`config.mk`:
```
export PLATFORM = sky130hd
export DESIGN_NAME = rotate_by_angle_controller_flat
export DESIGN_NICKNAME = d
export VERILOG_FILES = /design/src/rtl/core/rba_pkg.sv /design/src/rtl/core/rba_in_if.sv /design/src/rtl/core/rba_out_if.sv /design/src/rtl/core/rotate_by_angle_controller.sv /design/src/rtl/core/rba_cfg_regs.sv /design/src/rtl/core/rba_step.sv /design/src/flat_wrapper.sv
export VERILOG_INCLUDE_DIRS = /design/src /design/src/rtl/core
export SDC_FILE = /design/constraint.sdc
export NUM_CORES = 1
export LEC_CHECK = 0
export ABC_AREA = 1
export BUFFER_PORTS_ARGS = -buffer_cell sky130_fd_sc_hd__buf_2
export CORE_ASPECT_RATIO = 0.9
export CORE_MARGIN = 10
export CORE_UTILIZATION = 62
export DETAILED_ROUTE_END_ITERATION = 8
export PLACE_DENSITY = 0.77
export SLEW_MARGIN = 20
export SYNTH_ARGS = -nofsm -noshare
export SYNTH_HDL_FRONTEND = slang
export SYNTH_SLANG_ARGS = --single-unit
```
`constraint.sdc`:
```
create_clock -name clk_i -period 12.3 [get_ports clk_i]
set_input_delay 0.615 -clock clk_i [delete_from_list [all_inputs] [get_ports clk_i]]
set_output_delay 0.615 -clock clk_i [all_outputs]
set_load 0.005 [all_outputs]
```
`src/rtl/core/rotate_by_angle_controller_defines.svh`:
```
// Assertion macros for the rotate-by-angle controller.
// Included by the files that carry concurrent assertions; needs nothing else.
`ifndef ROTATE_BY_ANGLE_CONTROLLER_DEFINES_SVH
`define ROTATE_BY_ANGLE_CONTROLLER_DEFINES_SVH
`ifndef ASSERT_OFF
// Checked at every rising clock edge, reset included.
`define RBA_ASSERT_ALWAYS(label, clk, prop, msg) \
  label: assert property (@(posedge clk) (prop)) else $error(msg);
// Checked only while the active-low reset is released.
`define RBA_ASSERT(label, clk, rst_n, prop, msg) \
  label: assert property (@(posedge clk) disable iff (!rst_n) (prop)) else $error(msg);
`else
`define RBA_ASSERT_ALWAYS(label, clk, prop, msg)
`define RBA_ASSERT(label, clk, rst_n, prop, msg)
`endif
`endif

```
`src/rtl/core/rba_pkg.sv`:
```
// Shared types and constants of the rotate-by-angle controller.
// No dependencies; used by every other RTL file of the block.
package rba_pkg;

  typedef enum logic [1:0] {
    CmdTick    = 2'd0,
    CmdYaw     = 2'd1,
    CmdTurn    = 2'd2,
    CmdReverse = 2'd3
  } rba_cmd_e;

  localparam int unsigned CfgIdxW   = 2;
  localparam int unsigned CfgDataW  = 15;
  localparam int unsigned RateW     = 15;
  localparam int unsigned TolW      = 14;
  localparam int unsigned AngW      = 16;

  localparam logic [CfgIdxW-1:0] CfgTurnRate     = 2'd0;
  localparam logic [CfgIdxW-1:0] CfgReverseSpeed = 2'd1;
  localparam logic [CfgIdxW-1:0] CfgWrapTol      = 2'd2;

  localparam logic [RateW-1:0] TurnRateRst     = 15'd2048;
  localparam logic [RateW-1:0] ReverseSpeedRst = 15'd410;
  localparam logic [TolW-1:0]  WrapTolRst      = 14'd410;

  // Two pi and pi in Q3.12 radians.
  localparam logic signed [AngW-1:0] TwoPiQ = 16'sd25736;
  localparam logic signed [AngW-1:0] PiQ    = 16'sd12868;
  // Turn amount meaning no turn pending.
  localparam logic signed [AngW-1:0] NoTurn = -16'sd1;

  typedef struct packed {
    logic [RateW-1:0] turn_rate;
    logic [RateW-1:0] reverse_speed;
    logic [TolW-1:0]  wrap_tolerance;
  } rba_cfg_t;

  typedef struct packed {
    logic signed [AngW-1:0] current_yaw;
    logic signed [AngW-1:0] start_yaw;
    logic                   turn_dir;
    logic signed [AngW-1:0] turn_amount;
    logic                   reverse_mode;
    logic                   turning_flag;
  } rba_state_t;

  typedef struct packed {
    rba_cmd_e               cmd;
    logic signed [AngW-1:0] value;
    logic                   flag;
  } rba_item_t;

  typedef struct packed {
    logic                   valid;
    logic signed [AngW-1:0] angular_rate;
    logic signed [AngW-1:0] linear_rate;
    logic                   turning;
  } rba_result_t;

endpackage

```
`src/rtl/core/rba_in_if.sv`:
```
// Input channel of the rotate-by-angle controller: valid/ready plus command payload.
// Depends on rba_pkg for the field widths.
interface rba_in_if;
  logic                           valid;
  logic                           ready;
  logic [1:0]                     cmd;
  logic signed [rba_pkg::AngW-1:0] value;
  logic                           flag;

  modport source (output valid, output cmd, output value, output flag, input ready);
  modport sink   (input valid, input cmd, input value, input flag, output ready);
endinterface

```
`src/rtl/core/rba_out_if.sv`:
```
// Output channel of the rotate-by-angle controller: valid/ready plus rate commands.
// Depends on rba_pkg for the field widths.
interface rba_out_if;
  logic                            valid;
  logic                            ready;
  logic signed [rba_pkg::AngW-1:0] angular_rate;
  logic signed [rba_pkg::AngW-1:0] linear_rate;
  logic                            turning;

  modport source (output valid, output angular_rate, output linear_rate, output turning,
                  input ready);
  modport sink   (input valid, input angular_rate, input linear_rate, input turning,
                  output ready);
endinterface

```
`src/rtl/core/rotate_by_angle_controller.sv`:
```
// Rotate-by-angle controller: top level with input register, state and result register.
// Depends on rba_pkg, rba_in_if, rba_out_if, rba_cfg_regs, rba_step and the defines header.
//
// Usage: commands arrive as beats on in_beat (cmd, value, flag). A yaw sample
// (cmd 1) updates the current heading, a turn request (cmd 2) starts a turn,
// a reverse flag (cmd 3) sets reverse mode, and a tick (cmd 0) produces one
// beat on out_beat with the angular and linear rate to command and the
// turning status after that tick. Other commands produce no output beat.
// Configuration registers (turn rate, reverse speed, wrap tolerance) are
// written through cfg_we_i/cfg_idx_i/cfg_data_i; the user must write them
// only while the block is idle, since the block itself does not enforce it.
// A tick accepted into the input register is evaluated once the result
// register can take a beat; its result is then captured in the result
// register and is valid on out_beat. Throughput is one command per cycle
// while the receiver does not stall, limited only by the single input
// register and single result register. When the receiver stalls, the result
// register holds its beat and the input register keeps one more command;
// after that in_beat.ready drops.
// Reset clears all turn state (no turn pending, clockwise, yaws zero), loads
// the configuration defaults and empties both registers.
`include "rotate_by_angle_controller_defines.svh"
module rotate_by_angle_controller (
  input  logic                         clk_i,
  input  logic                         rst_ni,
  rba_in_if.sink                       in_beat,
  rba_out_if.source                    out_beat,
  input  logic                         cfg_we_i,
  input  logic [rba_pkg::CfgIdxW-1:0]  cfg_idx_i,
  input  logic [rba_pkg::CfgDataW-1:0] cfg_data_i
);

  rba_pkg::rba_cfg_t    cfg;
  rba_pkg::rba_state_t  state_q, state_d;
  rba_pkg::rba_item_t   item_q;
  rba_pkg::rba_result_t result;
  logic item_valid_q;
  logic out_valid_q;
  logic signed [rba_pkg::AngW-1:0] ang_q, lin_q;
  logic turning_q;
  logic process;
  logic in_take;

  rba_cfg_regs u_cfg (
    .clk_i      (clk_i),
    .rst_ni     (rst_ni),
    .cfg_we_i   (cfg_we_i),
    .cfg_idx_i  (cfg_idx_i),
    .cfg_data_i (cfg_data_i),
    .cfg_o      (cfg)
  );

  rba_step u_step (
    .cfg_i    (cfg),
    .state_i  (state_q),
    .item_i   (item_q),
    .state_o  (state_d),
    .result_o (result)
  );

  // The registered command is evaluated once the result register can take a beat.
  assign process       = item_valid_q && (!out_valid_q || out_beat.ready);
  assign in_beat.ready = !item_valid_q || process;
  assign in_take       = in_beat.valid && in_beat.ready;

  always_ff @(posedge clk_i or negedge rst_ni) begin
    if (!rst_ni) begin
      item_valid_q <= 1'b0;
    end else if (in_beat.ready) begin
      item_valid_q <= in_beat.valid;
    end
  end

  always_ff @(posedge clk_i) begin
    if (in_take) begin
      item_q.cmd   <= rba_pkg::rba_cmd_e'(in_beat.cmd);
      item_q.value <= in_beat.value;
      item_q.flag  <= in_beat.flag;
    end
  end

  always_ff @(posedge clk_i or negedge rst_ni) begin
    if (!rst_ni) begin
      state_q.current_yaw  <= '0;
      state_q.start_yaw    <= '0;
      state_q.turn_dir     <= 1'b0;
      state_q.turn_amount  <= rba_pkg::NoTurn;
      state_q.reverse_mode <= 1'b0;
      state_q.turning_flag <= 1'b0;
    end else if (process) begin
      state_q <= state_d;
    end
  end

  always_ff @(posedge clk_i or negedge rst_ni) begin
    if (!rst_ni) begin
      out_valid_q <= 1'b0;
    end else if (process && result.valid) begin
      out_valid_q <= 1'b1;
    end else if (out_beat.ready) begin
      out_valid_q <= 1'b0;
    end
  end

  always_ff @(posedge clk_i) begin
    if (process && result.valid) begin
      ang_q     <= result.angular_rate;
      lin_q     <= result.linear_rate;
      turning_q <= result.turning;
    end
  end

  assign out_beat.valid        = out_valid_q;
  assign out_beat.angular_rate = ang_q;
  assign out_beat.linear_rate  = lin_q;
  assign out_beat.turning      = turning_q;

  // A pending turn never exceeds pi and no-turn is only ever zero or minus one.
  `RBA_ASSERT(a_amount_range, clk_i, rst_ni,
              (state_q.turn_amount <= rba_pkg::PiQ && state_q.turn_amount >= rba_pkg::NoTurn),
              "turn amount out of range")
  // A command waiting for the result register stays in the input register.
  `RBA_ASSERT(a_item_held, clk_i, rst_ni,
              (item_valid_q && !process |=> item_valid_q && $stable(item_q)),
              "stalled command lost")
  // A reported turn in progress never comes with a reverse speed.
  `RBA_ASSERT(a_turn_no_reverse, clk_i, rst_ni, (out_valid_q && turning_q |-> lin_q == '0),
              "turning while reversing")
  // The turning flag is only set while a turn is pending.
  `RBA_ASSERT(a_flag_pending, clk_i, rst_ni,
              (state_q.turning_flag |-> state_q.turn_amount > 16'sd0),
              "turning flag without pending turn")

endmodule

```
`src/rtl/core/rba_cfg_regs.sv`:
```
// Configuration register file of the rotate-by-angle controller.
// Depends on rba_pkg.
module rba_cfg_regs (
  input  logic                          clk_i,
  input  logic                          rst_ni,
  input  logic                          cfg_we_i,
  input  logic [rba_pkg::CfgIdxW-1:0]   cfg_idx_i,
  input  logic [rba_pkg::CfgDataW-1:0]  cfg_data_i,
  output rba_pkg::rba_cfg_t             cfg_o
);

  rba_pkg::rba_cfg_t cfg_q;

  always_ff @(posedge clk_i or negedge rst_ni) begin
    if (!rst_ni) begin
      cfg_q.turn_rate      <= rba_pkg::TurnRateRst;
      cfg_q.reverse_speed  <= rba_pkg::ReverseSpeedRst;
      cfg_q.wrap_tolerance <= rba_pkg::WrapTolRst;
    end else if (cfg_we_i) begin
      case (cfg_idx_i)
        rba_pkg::CfgTurnRate:     cfg_q.turn_rate      <= cfg_data_i;
        rba_pkg::CfgReverseSpeed: cfg_q.reverse_speed  <= cfg_data_i;
        rba_pkg::CfgWrapTol:      cfg_q.wrap_tolerance <= cfg_data_i[rba_pkg::TolW-1:0];
        default: ;
      endcase
    end
  end

  assign cfg_o = cfg_q;

endmodule

```
`src/rtl/core/rba_step.sv`:
```
// Next-state and result logic for one command of the rotate-by-angle controller.
// Purely combinational; depends on rba_pkg.
module rba_step (
  input  rba_pkg::rba_cfg_t    cfg_i,
  input  rba_pkg::rba_state_t  state_i,
  input  rba_pkg::rba_item_t   item_i,
  output rba_pkg::rba_state_t  state_o,
  output rba_pkg::rba_result_t result_o
);

  localparam int unsigned WideW = 19;

  logic signed [WideW-1:0] cur_w, start_w, tol_w, two_pi_w, diff_w, turned_w, amount_w;
  logic signed [WideW-1:0] val_w;
  logic signed [rba_pkg::AngW-1:0] rate_s;
  logic done;

  // Angle turned since the start yaw, allowing for wraparound past +/-pi.
  always_comb begin
    cur_w    = WideW'(state_i.current_yaw);
    start_w  = WideW'(state_i.start_yaw);
    tol_w    = $signed({{(WideW-rba_pkg::TolW){1'b0}}, cfg_i.wrap_tolerance});
    two_pi_w = WideW'(rba_pkg::TwoPiQ);
    amount_w = WideW'(state_i.turn_amount);
    diff_w   = start_w - cur_w;
    if (state_i.turn_dir) begin
      turned_w = (diff_w <= tol_w) ? (cur_w - start_w) : (two_pi_w - start_w + cur_w);
    end else begin
      turned_w = (diff_w >= -tol_w) ? diff_w : (two_pi_w - cur_w + start_w);
    end
    done = turned_w > amount_w;
  end

  always_comb begin
    state_o  = state_i;
    result_o = '0;
    val_w    = WideW'(item_i.value);
    rate_s   = $signed({1'b0, cfg_i.turn_rate});
    case (item_i.cmd)
      rba_pkg::CmdYaw: begin
        state_o.current_yaw = item_i.value;
      end
      rba_pkg::CmdReverse: begin
        state_o.reverse_mode = item_i.flag;
      end
      rba_pkg::CmdTurn: begin
        // Requests while busy or beyond a full circle are dropped; zero does nothing.
        if (!(val_w > WideW'(rba_pkg::TwoPiQ) || val_w < -WideW'(rba_pkg::TwoPiQ)
              || state_i.turn_amount > 16'sd0)) begin
          if (item_i.value > rba_pkg::PiQ) begin
            state_o.turn_dir    = 1'b0;
            state_o.turn_amount = rba_pkg::TwoPiQ - item_i.value;
          end else if (item_i.value > 16'sd0) begin
            state_o.turn_dir    = 1'b1;
            state_o.turn_amount = item_i.value;
          end else if (item_i.value < 16'sd0 && item_i.value >= -rba_pkg::PiQ) begin
            state_o.turn_dir    = 1'b0;
            state_o.turn_amount = -item_i.value;
          end else if (item_i.value < -rba_pkg::PiQ) begin
            state_o.turn_dir    = 1'b1;
            state_o.turn_amount = rba_pkg::TwoPiQ + item_i.value;
          end
        end
      end
      rba_pkg::CmdTick: begin
        result_o.valid = 1'b1;
        if (state_i.turn_amount > 16'sd0) begin
          state_o.turning_flag  = 1'b1;
          result_o.angular_rate = state_i.turn_dir ? rate_s : -rate_s;
          if (done) begin
            state_o.start_yaw    = state_i.current_yaw;
            state_o.turn_amount  = rba_pkg::NoTurn;
            state_o.turning_flag = 1'b0;
          end
        end else if (state_i.reverse_mode) begin
          result_o.linear_rate = -$signed({1'b0, cfg_i.reverse_speed});
        end else begin
          state_o.turning_flag = 1'b0;
          state_o.start_yaw    = state_i.current_yaw;
        end
        result_o.turning = state_o.turning_flag;
      end
      default: ;
    endcase
  end

endmodule

```
`src/flat_wrapper.sv`:
```
// flat-port wrapper written by rule: the top's interface ports become plain ports
module rotate_by_angle_controller_flat 
  (clk_i, rst_ni, cfg_we_i, cfg_idx_i, cfg_data_i, in_beat_valid, in_beat_cmd, in_beat_value, in_beat_flag, in_beat_ready, out_beat_valid, out_beat_angular_rate, out_beat_linear_rate, out_beat_turning, out_beat_ready);
  rba_in_if in_beat_i ();
  rba_out_if out_beat_i ();
  input  logic clk_i;
  input  logic rst_ni;
  input  logic cfg_we_i;
  input  logic [rba_pkg::CfgIdxW-1:0] cfg_idx_i;
  input  logic [rba_pkg::CfgDataW-1:0] cfg_data_i;
  input wire logic [$bits(in_beat_i.valid)-1:0] in_beat_valid;
  input wire logic [$bits(in_beat_i.cmd)-1:0] in_beat_cmd;
  input wire logic [$bits(in_beat_i.value)-1:0] in_beat_value;
  input wire logic [$bits(in_beat_i.flag)-1:0] in_beat_flag;
  output wire logic [$bits(in_beat_i.ready)-1:0] in_beat_ready;
  output wire logic [$bits(out_beat_i.valid)-1:0] out_beat_valid;
  output wire logic [$bits(out_beat_i.angular_rate)-1:0] out_beat_angular_rate;
  output wire logic [$bits(out_beat_i.linear_rate)-1:0] out_beat_linear_rate;
  output wire logic [$bits(out_beat_i.turning)-1:0] out_beat_turning;
  input wire logic [$bits(out_beat_i.ready)-1:0] out_beat_ready;
  assign in_beat_i.valid = in_beat_valid;
  assign in_beat_i.cmd = in_beat_cmd;
  assign in_beat_i.value = in_beat_value;
  assign in_beat_i.flag = in_beat_flag;
  assign in_beat_ready = in_beat_i.ready;
  assign out_beat_valid = out_beat_i.valid;
  assign out_beat_angular_rate = out_beat_i.angular_rate;
  assign out_beat_linear_rate = out_beat_i.linear_rate;
  assign out_beat_turning = out_beat_i.turning;
  assign out_beat_i.ready = out_beat_ready;
  rotate_by_angle_controller u_core (.clk_i(clk_i), .rst_ni(rst_ni), .in_beat(in_beat_i), .out_beat(out_beat_i), .cfg_we_i(cfg_we_i), .cfg_idx_i(cfg_idx_i), .cfg_data_i(cfg_data_i));
endmodule
```
# == Word level (Yosys, flattened, before mapping) ==
# Index checks and enable logic that the tools add are counted.
# op_classes
div,0
muxes,24
eq_ne,11
order_cmp,11
n_reduce_logical,27
shift,0
add_sub_neg,12
multipliers,0
bitwise_logic,4
# op_table
cell,count
two-way mux 16 bit,10
two-way mux 17 bit,4
two-way mux 19 bit,3
adder 17 x 16 -> 18 bit,2
two-way mux 34 bit,1
subtractor 16 x 16 -> 17 bit,2
subtractor 16 x 16 -> 17 bit (first input constant),2
greater-than comparator 16 x 1 -> 1 bit (second input constant),2
negation 15 -> 16 bit,2
case mux 16 bit (2 select lines),1
greater-or-equal comparator 19 bit,1
greater-than comparator 19 x 16 -> 1 bit,1
less-or-equal comparator 19 x 15 -> 1 bit,1
negation 14 -> 19 bit,1
adder 16 bit (first input constant),1
greater-or-equal comparator 16 x 15 -> 1 bit (second input constant),1
greater-than comparator 16 x 15 -> 1 bit (second input constant),1
greater-than comparator 16 bit (second input constant),1
less-than comparator 16 x 1 -> 1 bit (second input constant),1
less-than comparator 16 x 15 -> 1 bit (second input constant),1
less-than comparator 16 bit (second input constant),1
negation 16 bit,1
subtractor 16 bit (first input constant),1
AND reduction 2 bit,7
other kinds (15),40
# word_totals
mem_count,0
rom_bits,0
ram_bits,0
register_bits,149
inputBits,41
latchBits,0

# == Depth between registers and ports, before layout ==
# depth
word_depth,10
mapped_depth,42

# == Modules after synthesis ==
# A second synthesis with hierarchy kept.
# hier_totals
cells_unflattened,2035
area_unflattened_um2,14426.3
# modules_own_cells
module,seq_area_each_um2,area_per_inst_um2,n_inst,cells_each
rba_step,0.0,8794.7,1,1553
rotate_by_angle_controller,2907.8,3718.6,1,285
rba_cfg_regs,1114.8,1913.1,1,197

# == Worst setup path after synthesis ==
# OpenSTA, ideal clock, no wires.
# synth_path
path_type,flip-flop to flip-flop
start,reg u_core.state_q[36] (netlist bit)
end,reg u_core.state_q[25] (netlist bit)
required_ps,12170
n_path_buf,2
path_stages_with_launch,40
slack_ps,7057
t_arrival_ps,5113
cell_sequence,dfrtp_1 inv_1 ha_1 fa_1 a31oi_1 o21ai_1 nand3_1 nand2_2 a21oi_1 xor2_1 ha_1 nand2_1 nor2_1 and2_1 nand2_1 nand4_1 nand2_1 nand2_1 (+4 left out) nand3_4 buf_6 nand2_1 nand3_1 nand2_1 ha_1 nand2_1 inv_1 o21bai_1 nand2_1 a221oi_1 nand3_1 nand2_1 a21oi_1 or2_2 nand2_1 clkbuf_1 o21ai_0
# synth_via
elab_chain_cells,7
elab_cells_between_ends,13
# synth_lines
item,line_no,text
start: declaration,rotate_by_angle_controller.sv:33,"rba_pkg::rba_state_t state_q, state_d;"
start signal: assignment,rotate_by_angle_controller.sv:90,state_q <= state_d;
"subtractor 16 x 16 -> 17 bit, on equally long branches","rba_step.sv:29, rba_step.sv:25",
adder 17 x 16 -> 18 bit (tied with other cells),rba_step.sv:29,turned_w = (diff_w >= -tol_w) ? diff_w : (two_pi_w - cur_w + start_w);
"two-way mux 19 bit, on equally long branches","rba_step.sv:29, rba_step.sv:27",
two-way mux 19 bit (*),rba_step.sv:26,if (state_i.turn_dir) begin
greater-than comparator 19 x 16 -> 1 bit (*),rba_step.sv:31,done = turned_w > amount_w;
inequality test 2 bit (no line) (*),n/a,
AND reduction 4 bit (no line) (*),n/a,
# Mark *: on every way between the ends. The rest lies on a longest branch, timed or not.
# A chain may end at the register's enable or synchronous reset.

# == Final worst setup path ==
# layout_path
start,reg u_core.state_q[36] (netlist bit)
end,reg u_core.state_q[21] (netlist bit)
# Same word-level chain as after synthesis.

==> results.md <==
* Synthesized-area fraction occupied by and/or/nand/nor cells at 0.2226
* Final setup violation count at 0
* Period utilisation layout at 0.5548
* Overall overflow remaining after global route at 0
* Maximum buffer depth of the clock tree at 2
* Count of final hold-check violations at 0
* Via count of the first global-routing pass at 10550
* Pin count of the biggest net entering global routing at 69
* Site Rows at 49
* Setup bufs post-CTS at 0
* Diode count at 0
* Gate count after technology mapping at 1635
* Setup tns final at 0 ns
* Non-filler cells, final at 1962
* Total of max-cap violations at 0
* First-pass GRT wire length at 55430 µm
* Count of distinct cell types in the synthesized netlist at 60
* Fraction of final layout cells with drive strength greater than 1 at 0.1125
* Critical path required time at 12.57 ns
* Reg2reg setup slack at 5.48 ns
* Die ar. at 26280 µm²
* Die width at 169.8 µm
* H-tree levels at 4
* First-pass detailed-route iteration total at 9
* GR Util All Layers at 0.2639
* Critical Path Max Stage Delay at 0.47 ns
* Outcome: finished, final reports clean
* Count of hold-fix buffers inserted at cts at 0
* Sinks on the clock net at 149
* Count of flip-flops with a built-in enable after synthesis at 52
* Total of cells resized after clock tree synthesis at 0
* Detail Placement HPWL at 27260 µm
* First-iteration detailed-routing DRC count at 1157
* Worst flop-to-flop path startpoint: u_core.state_q[36]
* Synthesized netlist net count at 1825
* Vertical die dimension at 154.8 µm
* Max_slew headroom at 0.3671
* Final weighted congestion in routability-driven placement at 1.021
* Most numerous cell on the critical path: nand2_1
* Remaining number of nets flagged by the antenna check after routing at 0
* Dominant combinational cell family by area after synthesis: simple AND/OR/NAND/NOR gates
* Number of vias per cell after detailed routing at 5.671
* Total core area at 19930 µm²
* Max-slew violations at 0
* Main synth FF type: dfrtp_1
* Crit Path Max Fanout at 32
* Drt total wl at 34420 µm
* Type of the most critical hold path: in2async
* Area overhead of the layout relative to synthesis at 9.035%
* Post-synthesis instance area at 12520 µm²
* Number of CTS-inserted buffers at 17
* Fmax achieved at 0.1465 GHz
* TritonCTS clock tree: built
* Remaining design rule violation count at 0
* Final setup skew at 0.01603 ns
* Met3 usage at 0.06081
* Number of placed cells counting well taps at 1930
* Latest clock arrival within the worst-skew pair at 0.43 ns
* Detailed-route wire length per cell at 17.54 µm
* Leading cell type in the layout, fill and taps excluded: nand2_1
* Met2 usage at 0.3966
* Complex-gate fraction of the synthesized area at 0.1395
* XOR/XNOR share of the synthesized area at 0.05377
* Top library cells by usage in the layout, fill and taps aside: nand2_1, inv_1, o21ai_0
* Cell depth of the worst flop-to-flop path at 36
* Adder and majority cell fraction of the synthesized area at 0.1627
* Post-synthesis area per instance at 7.656 µm²
* Slowest stage cell, crit path: xor2_1
* Kind of start point of the critical path: flip-flop
* Crit Path Class: reg2reg
* Arrival time at the worst endpoint at 7.09 ns
* Initial core utilization at 0.6283
* Routing usage on met1 at 0.3717
* Worst-Margin Slew at 0.9467 ns
* Most used routing layer in global routing: met2
* Post-route minimum period at 6.824 ns
* Kind of capture point of the worst setup path: flip-flop
* Filler Cells Inserted at 1640
* Net count of the finished layout at 1884
* Antenna violations before repair at 0
* Register area share after synthesis at 0.3213
* Mux cell area share after synthesis at 0
* Count of warnings emitted by yosys at 0
* Routed vias at 11130
* Number of buffers added on ports at 75
* Number of placed I/O pins at 76
* Share of synthesized registers carrying an async set or reset at 0.6510
* Reg-to-reg endpoint: u_core.state_q[21]
* Post-synthesis sequential element count at 149
* Clk Tree Root Cell: clkbuf_16
* Clock edge transition at the registers on the reported setup and hold paths at 0.07 ns
* Unrepaired setup endpoints after global routing: false
==> synthesized netlist by cell type (all sizes together), types with 2 or more instances <==
cell type | number | area (µm²)
nand2 | 344 | 1356
inv | 272 | 1021
o21ai | 158 | 802.0
ha | 126 | 1577
nor2 | 124 | 493.0
a21oi | 94 | 474.2
nand3 | 74 | 402.9
dfrtp | 70 | 1752
xor2 | 68 | 603.1
edfxtp | 52 | 1562
nor3 | 39 | 200.2
dfstp | 27 | 709.4
nand4 | 27 | 175.2
buf | 23 | 160.1
fa | 23 | 460.4
clkbuf | 17 | 63.81
o211ai | 12 | 90.09
o21bai | 12 | 90.09
xnor2 | 8 | 70.07
a31oi | 7 | 43.79
nor4 | 7 | 43.79
o21a | 7 | 52.55
or2 | 6 | 37.54
nor3b | 5 | 37.54
a21boi | 4 | 30.02
o22ai | 4 | 25.02
a211oi | 3 | 22.52
a21o | 3 | 22.52
a221oi | 2 | 17.52
a31o | 2 | 17.52
and3 | 2 | 12.51
clkinv | 2 | 7.510
o31ai | 2 | 15.01
==> layout make-up <==
class | instances | area (µm²) | area share
Multi-Input combinational cell | 1172 | 7253 | 0.5314
Sequential cell | 149 | 4023 | 0.2947
Inverter | 274 | 1028 | 0.07535
Clock buffer | 22 | 465.4 | 0.03410
Timing Repair Buffer | 80 | 415.4 | 0.03043
Tap cell | 255 | 319.1 | 0.02338
Clock inverter | 10 | 145.1 | 0.01063
==> worst max-delay path by stage <==
stage                       startpoint  cells past startpoint            endpoint  slack (ns)
global route        u_core.state_q[36]                     37  u_core.state_q[21]        4.96
CTS                 u_core.state_q[36]                     36  u_core.state_q[21]        5.20
finish              u_core.state_q[36]                     36  u_core.state_q[21]        5.48
floorplan           u_core.state_q[36]                     39  u_core.state_q[25]        7.06
global placement    u_core.state_q[36]                     34  u_core.state_q[21]        5.57
detailed placement  u_core.state_q[36]                     36  u_core.state_q[21]        5.31
==> flip-flops by register name, summed over array words and instances, names as in the netlist <==
register                      cells
u_core.out_beat.valid             1
u_core.item_q                    19
u_core.out_beat.linear_rate      16
u_core.out_beat.angular_rate     16
u_core.u_cfg.cfg_o               44
u_core.out_beat.turning           1
u_core.state_q                   51
u_core.item_valid_q               1
==> stage by stage <==
stage                 util  hold WS, ns  cell area, µm²  worst slack, ns
floorplan                -       0.3194           12520            7.057
detailed placement  0.6540       0.4752           13030            5.307
global route        0.6850       0.1254           13650            4.956
global placement    0.6540       0.4634           13030            5.570
CTS                 0.6846       0.1128           13640            5.204
finish              0.6850       0.1076           13650            5.476
==> layer usage <==
layer  routed length (µm)  vias up
met5                    0        -
met4                  680        0
met3                 2954       40
met2                14940      463
met1                15840     5173
li1                     -     5450
==> worst max-delay path, delay by kind of cell, from the launching register on <==
family / cells / cell delay (ns)
AO/OA/AOI/OAI: 8 / 1.44
XOR/XNOR: 1 / 0.47
adder cells (fa/ha/maj): 4 / 1.26
buffers and inverters: 1 / 0.08
flip-flops: 1 / 0.45
AND/OR/NAND/NOR: 22 / 2.93
==> cells by family after synthesis <==
kind of cell,after synthesis
compound gates,315
xor+xnor,76
fa+ha+maj,149
buf+inv,314
flops,149
simple gates,632
Power is not shown: default switching activity piles up to over one toggle a cycle in this logic, so the estimate is an artifact.
